File: config.mk
export PLATFORM = sky130hd
export DESIGN_NAME = sorted_priority_queue_unit
export DESIGN_NICKNAME = d
export VERILOG_FILES = /design/src/hdl/spq_pkg.sv /design/src/hdl/sorted_priority_queue_unit.sv /design/src/hdl/spq_cell.sv
export SDC_FILE = /design/constraint.sdc
export NUM_CORES = 2
export LEC_CHECK = 0
export ABC_AREA = 1
export ABC_CLOCK_PERIOD_IN_PS = 14100
export BUFFER_PORTS_ARGS = -buffer_cell sky130_fd_sc_hd__buf_2
export CAP_MARGIN = 20
export CORE_MARGIN = 1.5
export CORE_UTILIZATION = 60
export CTS_BUF_LIST = sky130_fd_sc_hd__clkbuf_8 sky130_fd_sc_hd__clkbuf_16
export DETAILED_ROUTE_END_ITERATION = 8
export PLACE_DENSITY_LB_ADDON = 0.1
export SYNTH_ARGS = -nofsm -noshare
export SYNTH_HDL_FRONTEND = slang
export SYNTH_SLANG_ARGS = --single-unit
File: constraint.sdc
create_clock -name clk -period 14.1 [get_ports clk]
set_clock_uncertainty 0.1 [all_clocks]
set_input_delay 2.115 -clock clk [delete_from_list [all_inputs] [get_ports clk]]
set_output_delay 2.115 -clock clk [all_outputs]
set_load 0.1 [all_outputs]
File: src/hdl/spq_pkg.sv
`default_nettype none
package spq_pkg;

  typedef enum logic [1:0] {
    CMD_ENQ  = 2'd0,
    CMD_DEQ  = 2'd1,
    CMD_PEEK = 2'd2
  } spq_cmd_t;

  typedef enum logic [1:0] {
    ST_OK    = 2'd0,
    ST_EMPTY = 2'd1,
    ST_FULL  = 2'd2
  } spq_status_t;

  typedef struct packed {
    logic signed [31:0] data;
    logic signed [31:0] prio;
  } spq_entry_t;

  // broadcast to every cell
  typedef struct packed {
    logic       enq;
    logic       deq;
    spq_entry_t new_entry;
  } spq_ctrl_t;

endpackage
`default_nettype wire

File: src/hdl/sorted_priority_queue_unit.sv
`default_nettype none
// Sorted min-priority queue of CAPACITY entries. Each input beat carries a
// command in s_tuser (enqueue, dequeue, peek) with payload and priority in
// s_tdata; each accepted beat gives exactly one result beat carrying the
// front entry (dequeue or peek), a status in m_tuser (ok, empty, full) and
// the occupancy after the operation, truncated to five bits. Entries sit in
// a row of cells kept in ascending signed priority, front at cell 0; an
// enqueue goes ahead of all entries of equal or greater priority, so the
// newest of equal priorities is served first. In every operation all cells
// compare against the new priority and shift left, right or load in the
// same cycle, so a new beat is taken every cycle as long as the result
// register is empty or is being drained in that cycle. The result appears in
// the cycle after acceptance. Full enqueue and empty dequeue/peek only report
// status; code 3 is a no-op reporting ok with zero payload.
module sorted_priority_queue_unit
  import spq_pkg::*;
#(
  parameter int CAPACITY = 16
) (
  input  wire logic        clk,
  input  wire logic        rst,
  input  wire logic        s_tvalid,
  output logic             s_tready,
  input  wire logic [63:0] s_tdata,   // [31:0] data_in, [63:32] priority_in
  input  wire logic [1:0]  s_tuser,   // [1:0] command
  output logic             m_tvalid,
  input  wire logic        m_tready,
  output logic [71:0]      m_tdata,   // [31:0] data_out, [63:32] priority_out,
                                      // [68:64] occupancy, rest zero
  output logic [1:0]       m_tuser    // [1:0] status
);

  localparam int CW = $clog2(CAPACITY + 1);

  logic [CW-1:0] count;
  logic [CW-1:0] count_next;
  logic          accept;
  logic          full;
  logic          empty;
  spq_cmd_t      cmd;
  spq_ctrl_t     ctrl;

  spq_entry_t    cells [CAPACITY];
  logic          ge    [CAPACITY];
  logic          occ   [CAPACITY];

  spq_status_t   status;
  spq_entry_t    front_out;

  // output register frees itself when drained
  assign s_tready = !m_tvalid || m_tready;
  assign accept   = s_tvalid && s_tready;
  assign cmd      = spq_cmd_t'(s_tuser);
  assign full     = (count == CW'(CAPACITY));
  assign empty    = (count == '0);

  assign ctrl.enq            = accept && (cmd == CMD_ENQ) && !full;
  assign ctrl.deq            = accept && (cmd == CMD_DEQ) && !empty;
  assign ctrl.new_entry.data = s_tdata[31:0];
  assign ctrl.new_entry.prio = s_tdata[63:32];

  // row of cells; cell 0 is the front
  for (genvar i = 0; i < CAPACITY; i++) begin : g_cell
    assign occ[i] = (count > CW'(i));
    spq_cell u_cell (
      .clk         (clk),
      .ctrl        (ctrl),
      .occ         (occ[i]),
      .ge_left     ((i == 0) ? 1'b0 : ge[(i == 0) ? 0 : i - 1]),
      .left_entry  ((i == 0) ? ctrl.new_entry : cells[(i == 0) ? 0 : i - 1]),
      .right_entry ((i == CAPACITY - 1) ? cells[i]
                                        : cells[(i == CAPACITY - 1) ? i : i + 1]),
      .ge          (ge[i]),
      .entry       (cells[i])
    );
  end

  always_comb begin
    count_next = count;
    if (ctrl.enq) begin
      count_next = count + 1'b1;
    end else if (ctrl.deq) begin
      count_next = count - 1'b1;
    end
  end

  // result of the current beat
  always_comb begin
    status    = ST_OK;
    front_out = '0;
    case (cmd)
      CMD_ENQ: begin
        if (full) status = ST_FULL;
      end
      CMD_DEQ, CMD_PEEK: begin
        if (empty) begin
          status = ST_EMPTY;
        end else begin
          front_out = cells[0];
        end
      end
      default: begin
        status = ST_OK;
      end
    endcase
  end

  always_ff @(posedge clk) begin
    if (rst) begin
      count    <= '0;
      m_tvalid <= 1'b0;
    end else begin
      count <= count_next;
      if (accept) begin
        m_tvalid <= 1'b1;
      end else if (m_tready) begin
        m_tvalid <= 1'b0;
      end
    end
  end

  // result payload, no reset needed
  always_ff @(posedge clk) begin
    if (accept) begin
      m_tdata <= {3'b000, 5'(count_next), front_out.prio, front_out.data};
      m_tuser <= status;
    end
  end

`ifndef SYNTHESIS
  a_count_bound: assert property (@(posedge clk) disable iff (rst)
    count <= CW'(CAPACITY))
    else $error("entry count above capacity");

  a_enq_grows: assert property (@(posedge clk) disable iff (rst)
    s_tvalid && s_tready && s_tuser == CMD_ENQ && count != CW'(CAPACITY)
    |=> count == $past(count) + 1'b1)
    else $error("enqueue did not grow the queue");

  a_full_occ: assert property (@(posedge clk) disable iff (rst)
    m_tvalid && m_tuser == ST_FULL |-> m_tdata[68:64] == 5'(CAPACITY))
    else $error("full status with wrong occupancy");

  a_empty_occ: assert property (@(posedge clk) disable iff (rst)
    m_tvalid && m_tuser == ST_EMPTY |-> m_tdata[68:64] == 5'd0)
    else $error("empty status with non-zero occupancy");
`endif

endmodule
`default_nettype wire

File: src/hdl/spq_cell.sv
`default_nettype none
module spq_cell
  import spq_pkg::*;
(
  input  wire logic       clk,
  input  wire spq_ctrl_t  ctrl,
  input  wire logic       occ,       // this slot holds a live entry
  input  wire logic       ge_left,   // left neighbour moves right on insert
  input  wire spq_entry_t left_entry,
  input  wire spq_entry_t right_entry,
  output logic            ge,
  output spq_entry_t      entry
);

  spq_entry_t entry_next;

  // slot is at or beyond the insertion point
  assign ge = !occ || ($signed(entry.prio) >= $signed(ctrl.new_entry.prio));

  always_comb begin
    entry_next = entry;
    if (ctrl.enq) begin
      if (ge && ge_left) begin
        entry_next = left_entry;
      end else if (ge) begin
        entry_next = ctrl.new_entry;
      end
    end else if (ctrl.deq) begin
      entry_next = right_entry;
    end
  end

  always_ff @(posedge clk) begin
    entry <= entry_next;
  end

endmodule
`default_nettype wire

# [Word-level counts from Yosys, hierarchy flattened]
# Index checks and enable logic that the tools add are counted.
[word_totals] register_bits=1101 inputBits=70
[classes] addsub=2 n_lt_le_gt_ge=32 n_eq_ne=18 mux=68 bitwise=1 reduce_logical=79
[op_table] operator="64-bit 2-to-1 mux" n=61
[op_table] operator="32-bit >= comparator" n=16
[op_table] operator="3-bit by 1-bit != test with 1-bit output, second input constant" n=14
[op_table] operator="5-bit by 4-bit greater-than comparator with 1-bit output, second input constant" n=8
[op_table] operator="2-bit AND reduction" n=16
[op_table] operator="5-bit by 3-bit greater-than comparator with 1-bit output, second input constant" n=4
[op_table] operator="1-bit logical AND" n=20
[op_table] operator="1-bit zero test" n=19
[op_table] operator="1-bit logical OR" n=17
[op_table] operator="5-bit by 1-bit greater-than comparator with 1-bit output, second input constant" n=2
[op_table] operator="5-bit by 2-bit greater-than comparator with 1-bit output, second input constant" n=2
[op_table] operator="5-bit 2-to-1 mux" n=2
[op_table] operator="2-bit nonzero test" n=3
[op_table] operator="5-bit by 1-bit adder with 5-bit output, second input constant" n=1
[op_table] operator="5-bit == test, second input constant" n=1
[op_table] operator="5-bit zero test" n=1
[op_table] operator="5-bit by 1-bit subtractor with 5-bit output, second input constant" n=1
[op_table] operator="2-bit one-hot mux with 2 select lines" n=1
[op_table] operator="2-bit OR reduction" n=2
[op_table] operator="1-bit 2-to-1 mux" n=3
[op_table] operator="2-bit by 1-bit == test with 1-bit output, second input constant" n=1
[op_table] operator="2-bit == test, second input constant" n=1
[op_table] operator="2-bit zero test" n=1
[op_table] operator="2-bit 2-to-1 mux" n=1
[op_table] operator="2 further kinds" n=2

# [Logic depth before layout (Yosys ltp)]
[logic_depth] word_depth=7 depth_mapped=20 mapped_depth_nobuf=19

# [By module]
# Synthesis repeated with hierarchy kept, for this count alone.
[hier_totals] hier_cells=10963 hier_area_um2=83461.3
[modules_own_cells] mod="spq_cell at g_cell[0].u_cell ..." n_inst=13 cells_per_inst=664 area_each_um2=4994.8 seq_area_each_um2=1921.8
[modules_own_cells] mod="spq_cell at g_cell[7].u_cell ..." n_inst=3 cells_per_inst=666 area_each_um2=5032.3 seq_area_each_um2=1921.8
[modules_own_cells] mod="sorted_priority_queue_unit" n_inst=1 cells_per_inst=333 area_each_um2=3432.0 seq_area_each_um2=2252.2

# [Least setup slack after synthesis]
# OpenSTA, ideal clock, no wires.
[synth_path] path_type="input to register" start="input port m_tready" end="register g_cell[10].u_cell.entry[0] (netlist name) (enable)" setup_ns=0.424 t_arrival_ns=6.683 required_ns=13.576 setup_slack_ns=6.893 stages=9 path_buffers=1 cell_sequence="inv_1 -> nand2_1 -> nand2_1 -> inv_1 -> nand2_1 -> nor2_1 -> nand2_1 -> clkbuf_1 -> nand2_1"
[synth_via] elab_chain_cells=6
[synth_lines] element="start, declared" line_no="sorted_priority_queue_unit.sv:27" source="input wire logic m_tready,"
[synth_lines] element="1-bit logical OR *" line_no="sorted_priority_queue_unit.sv:51" source="assign s_tready = !m_tvalid || m_tready;"
[synth_lines] element="via s_tready" line_no="sorted_priority_queue_unit.sv:23" source="output logic s_tready,"
[synth_lines] element="1-bit logical AND *" line_no="sorted_priority_queue_unit.sv:52" source="assign accept = s_tvalid && s_tready;"
[synth_lines] element="via accept" line_no="sorted_priority_queue_unit.sv:37" source="logic accept;"
[synth_lines] element="1-bit logical AND (on tied branches) (2 in a row)" line_no="sorted_priority_queue_unit.sv:57, sorted_priority_queue_unit.sv:58"
[synth_lines] element="3-bit by 1-bit != test with 1-bit output (no line) or 2-bit nonzero test (tied branches)"
[synth_lines] element="2-bit AND reduction (no line) *"
[synth_lines] element="end signal, assigned" line_no="spq_cell.sv:34" source="entry <= entry_next;"
[synth_lines] element="end, declared" line_no="spq_cell.sv:12" source="output spq_entry_t entry"
# The timed path passes the listed nets; every way through them passes the cells marked *.
# A chain may end at the register's enable or synchronous reset.

==> qor.csv <==
metric,value,unit
PwrDens,116.0,nW/um^2
crit start category,input pin,
Leakage,0.03799,uW
Fill cells,10440,
clock share of power,0.370,
Slew Limit Fails,0,
CP endpoint kind,flip-flop,
vias in the first global route,59250,
clock root buffer,clkbuf_16,
die height,351.2,um
Post-synth EDFFs,1095,
clk_lat worst skew,0.80,ns
CP top delay family,buffers and inverters,
placed inst area,73850,sq um
#FFs+latches synth,1101,
Worst-Margin Slew,1.197,ns
max_cap viols,0,
Hold WC Path Type,reg -> reg,
first-pass GRT wire length,365200,um
multi-input logic area,33090,sq um
period utilization,0.4876,
final worst path period need,6.875,ns
DRC viols,0,
Clock transition at path regs,0.06,ns
final non-filler cell area,78030,sq um
Comb pwr share,0.189,
die area,123300,sq um
Yosys cell types,42,
maximum clock rate,0.1455,GHz
Iter 0 DRT Violations,11430,
Flop pwr share,0.441,
fraction of synthesis flops using an asynchronous set or reset pin,0,
pre-CTS setup slack,6.742,ns
routed vias/inst,6.032,
"Hold Vio Cnt, Final",0,
WL final,241800,um
status,finished clean,
Worst EP required,14.52,ns
DR WL/cell,22.06,um
num rows,127,
grt ovf,0,
total power,9051,uW
Hold Buf Count CTS,0,
maximum buffer depth of the clock tree,3,
gpl congestion,0.9379,
CTS Sinks,1101,
RSZ-0062 raised after global routing,no,
"Arr. time, crit path",7.30,ns
WP buf/inv,6,
"antenna viol nets, final",0,
Synth-to-Final Area Change,7.285,%
YS warnings,0,
Buffers on Ports,142,
Seq. cell area,33000,sq um
NetSw,2871,uW
Die W,351.2,um
Worst path slowest cell,nand3_4,
Final setup viols,0,
total CTS buffers,130,
Post-CTS Resized,0,
"Seq/Total Area, Yosys",0.4537,
H-tree depth,4,
"Primary FF master, synth",edfxtp_1,
largest stage delay on the critical path,0.74,ns
half-perimeter wire length after placement,160400,um
vias,66120,
nets,9839,
CTS tree,built,
cell chain of the critical path,"buf_2, inv_1, buf_4, ha_1, nand2_1, inv_1, nand4_1, nor2_1, a21boi_0, nand3_4, buf_4, nand2_2, buf_4, nand2_1, nand3_1, nand2_1",
Synth Instances,9464,
Tot GR Track Use,0.3866,
Peak supply drop,0.0001364,V
crit path max fanout,72,
DRT Pass-1 Iters,9,
Switching Share,0.3172,
Core Footprint,120100,sq um
internal power,6180,uW
Starting Density,0.6055,
Post CTS Setup Buffer Count,0,
largest net degree at the start of global routing,222,
Avg Inst Size Synth,7.685,sq um
I/O pin count,146,
fraction of layout cells with a size suffix above 1,0.05178,
Setup CP Type,in -> reg,
Post-Syn Area,72730,sq um
Final WS setup,7.225,ns
initial antenna violation count,7,
Max-Slew Margin vs Limit,0.2019,
Reg2Reg Setup Slack,8.11,ns
setup total negative slack,0,ns
-- flip-flops by register name, summed over array words and instances, names as in the netlist --
| signal | cells |
|---|---|
| count | 5 |
| g_cell.u_cell.entry | 1024 |
| m_tdata | 69 |
| m_tuser | 2 |
| m_tvalid | 1 |
-- layout make-up --
class,count,area share
diodes,1,0.00003207
well taps,1612,0.02585
multi-input cells,6649,0.4241
inverters,1125,0.05421
repair buffers,242,0.02004
clock inverters,100,0.01086
flip-flops and latches,1101,0.4229
clock buffers,131,0.04201
-- cells by family (layout without fill, tap and decap cells) --
kind of cell             Yosys count  after routing  share of synthesized area
XOR/XNOR                           3              3                  0.0003613
other                              1              4                 0.00005156
flip-flops                      1101           1101                     0.4537
buffers and inverters           1716           1598                    0.09499
adder cells (fa/ha/maj)          520            520                    0.08945
AND/OR/NAND/NOR                 5735           5735                     0.3326
AO/OA/AOI/OAI                    388            388                    0.02878
-- placed cells by master (no fill, tap or decap), types with 5 or more instances in the layout --
cell / netlist / routed
nand2_2: 9 / 19
inv_16: 0 / 5
inv_2: 4 / 5
o21a_1: 23 / 23
clkbuf_16: 0 / 131
nand2_1: 3486 / 3465
nand4_1: 37 / 37
clkinv_2: 0 / 21
a21oi_1: 222 / 222
clkinv_1: 0 / 30
o21ai_0: 106 / 106
a21o_1: 24 / 24
clkinv_8: 0 / 5
nand3_4: 0 / 14
dfxtp_1: 6 / 6
nand3_1: 1909 / 1904
buf_4: 8 / 93
bufinv_16: 0 / 9
clkinvlp_4: 0 / 5
nand2_4: 0 / 11
buf_12: 0 / 5
inv_1: 1121 / 1139
nor2_1: 250 / 250
edfxtp_1: 1095 / 1095
nor3_1: 15 / 15
ha_1: 520 / 520
buf_2: 350 / 142
and2_1: 5 / 5
-- worst paths after layout --
kind,cells after the start,end,startpoint
setup / recovery,16,g_cell[6].u_cell.entry[14],s_tdata[34]
hold / removal,2,g_cell[6].u_cell.entry[47],g_cell[7].u_cell.entry[47]
setup reg to reg,12,g_cell[4].u_cell.entry[49],count[0]
hold reg to reg,2,g_cell[6].u_cell.entry[47],g_cell[7].u_cell.entry[47]
-- synthesized netlist by cell type (all sizes together), types with 4 or more instances --
library cell | n | area (sq um)
dfxtp | 6 | 120.1
ha | 520 | 6506
nor2 | 251 | 944.7
nor3 | 16 | 91.34
and3 | 4 | 25.02
o21a | 23 | 172.7
nand3 | 1920 | 9664
buf | 380 | 1894
clkbuf | 211 | 792.0
nand2 | 3495 | 13140
o21ai | 107 | 535.5
nand4 | 37 | 231.5
edfxtp | 1095 | 32880
inv | 1125 | 4223
and2 | 5 | 31.28
a21oi | 222 | 1111
a21o | 24 | 180.2
-- tightest hold or removal path, cell delays in order (launching register included) --
cell      delay, ns
edfxtp_1       0.34
nand2_1        0.06
nand2_1        0.06
-- metal layers --
| metal | up-vias | global-route usage | wire length, um |
|---|---|---|---|
| li1 | 30550 | - | - |
| met1 | 30460 | 0.6194 | 104800 |
| met2 | 4754 | 0.4879 | 91060 |
| met3 | 346 | 0.1348 | 41650 |
| met4 | 8 | 0.08234 | 4173 |
| met5 | - | 0 | 50 |
-- metrics by stage --
stage | util | hold slack, ns | instances
floorplan | - | 0.3947 | 9466
detailed placement | 0.6148 | 0.4152 | 10730
finish | 0.6496 | 0.4286 | 10960
global route | 0.6496 | 0.4635 | 10960
CTS | 0.6491 | 0.4343 | 10960
global placement | 0.6148 | 0.4235 | 10730
-- power groups by stage --
stage / Sequential (uW) / Clock (uW) / Combinational (uW)
after CTS: 3980 / 3350 / 1660
after global placement: 4040 / 0 / 1610
after global routing: 4000 / 3460 / 1870
after floorplan: 4110 / 0 / 1080
final: 3990 / 3350 / 1710
after detailed placement: 4050 / 0 / 1650
Note: power is estimated with default switching activity, not from simulation.
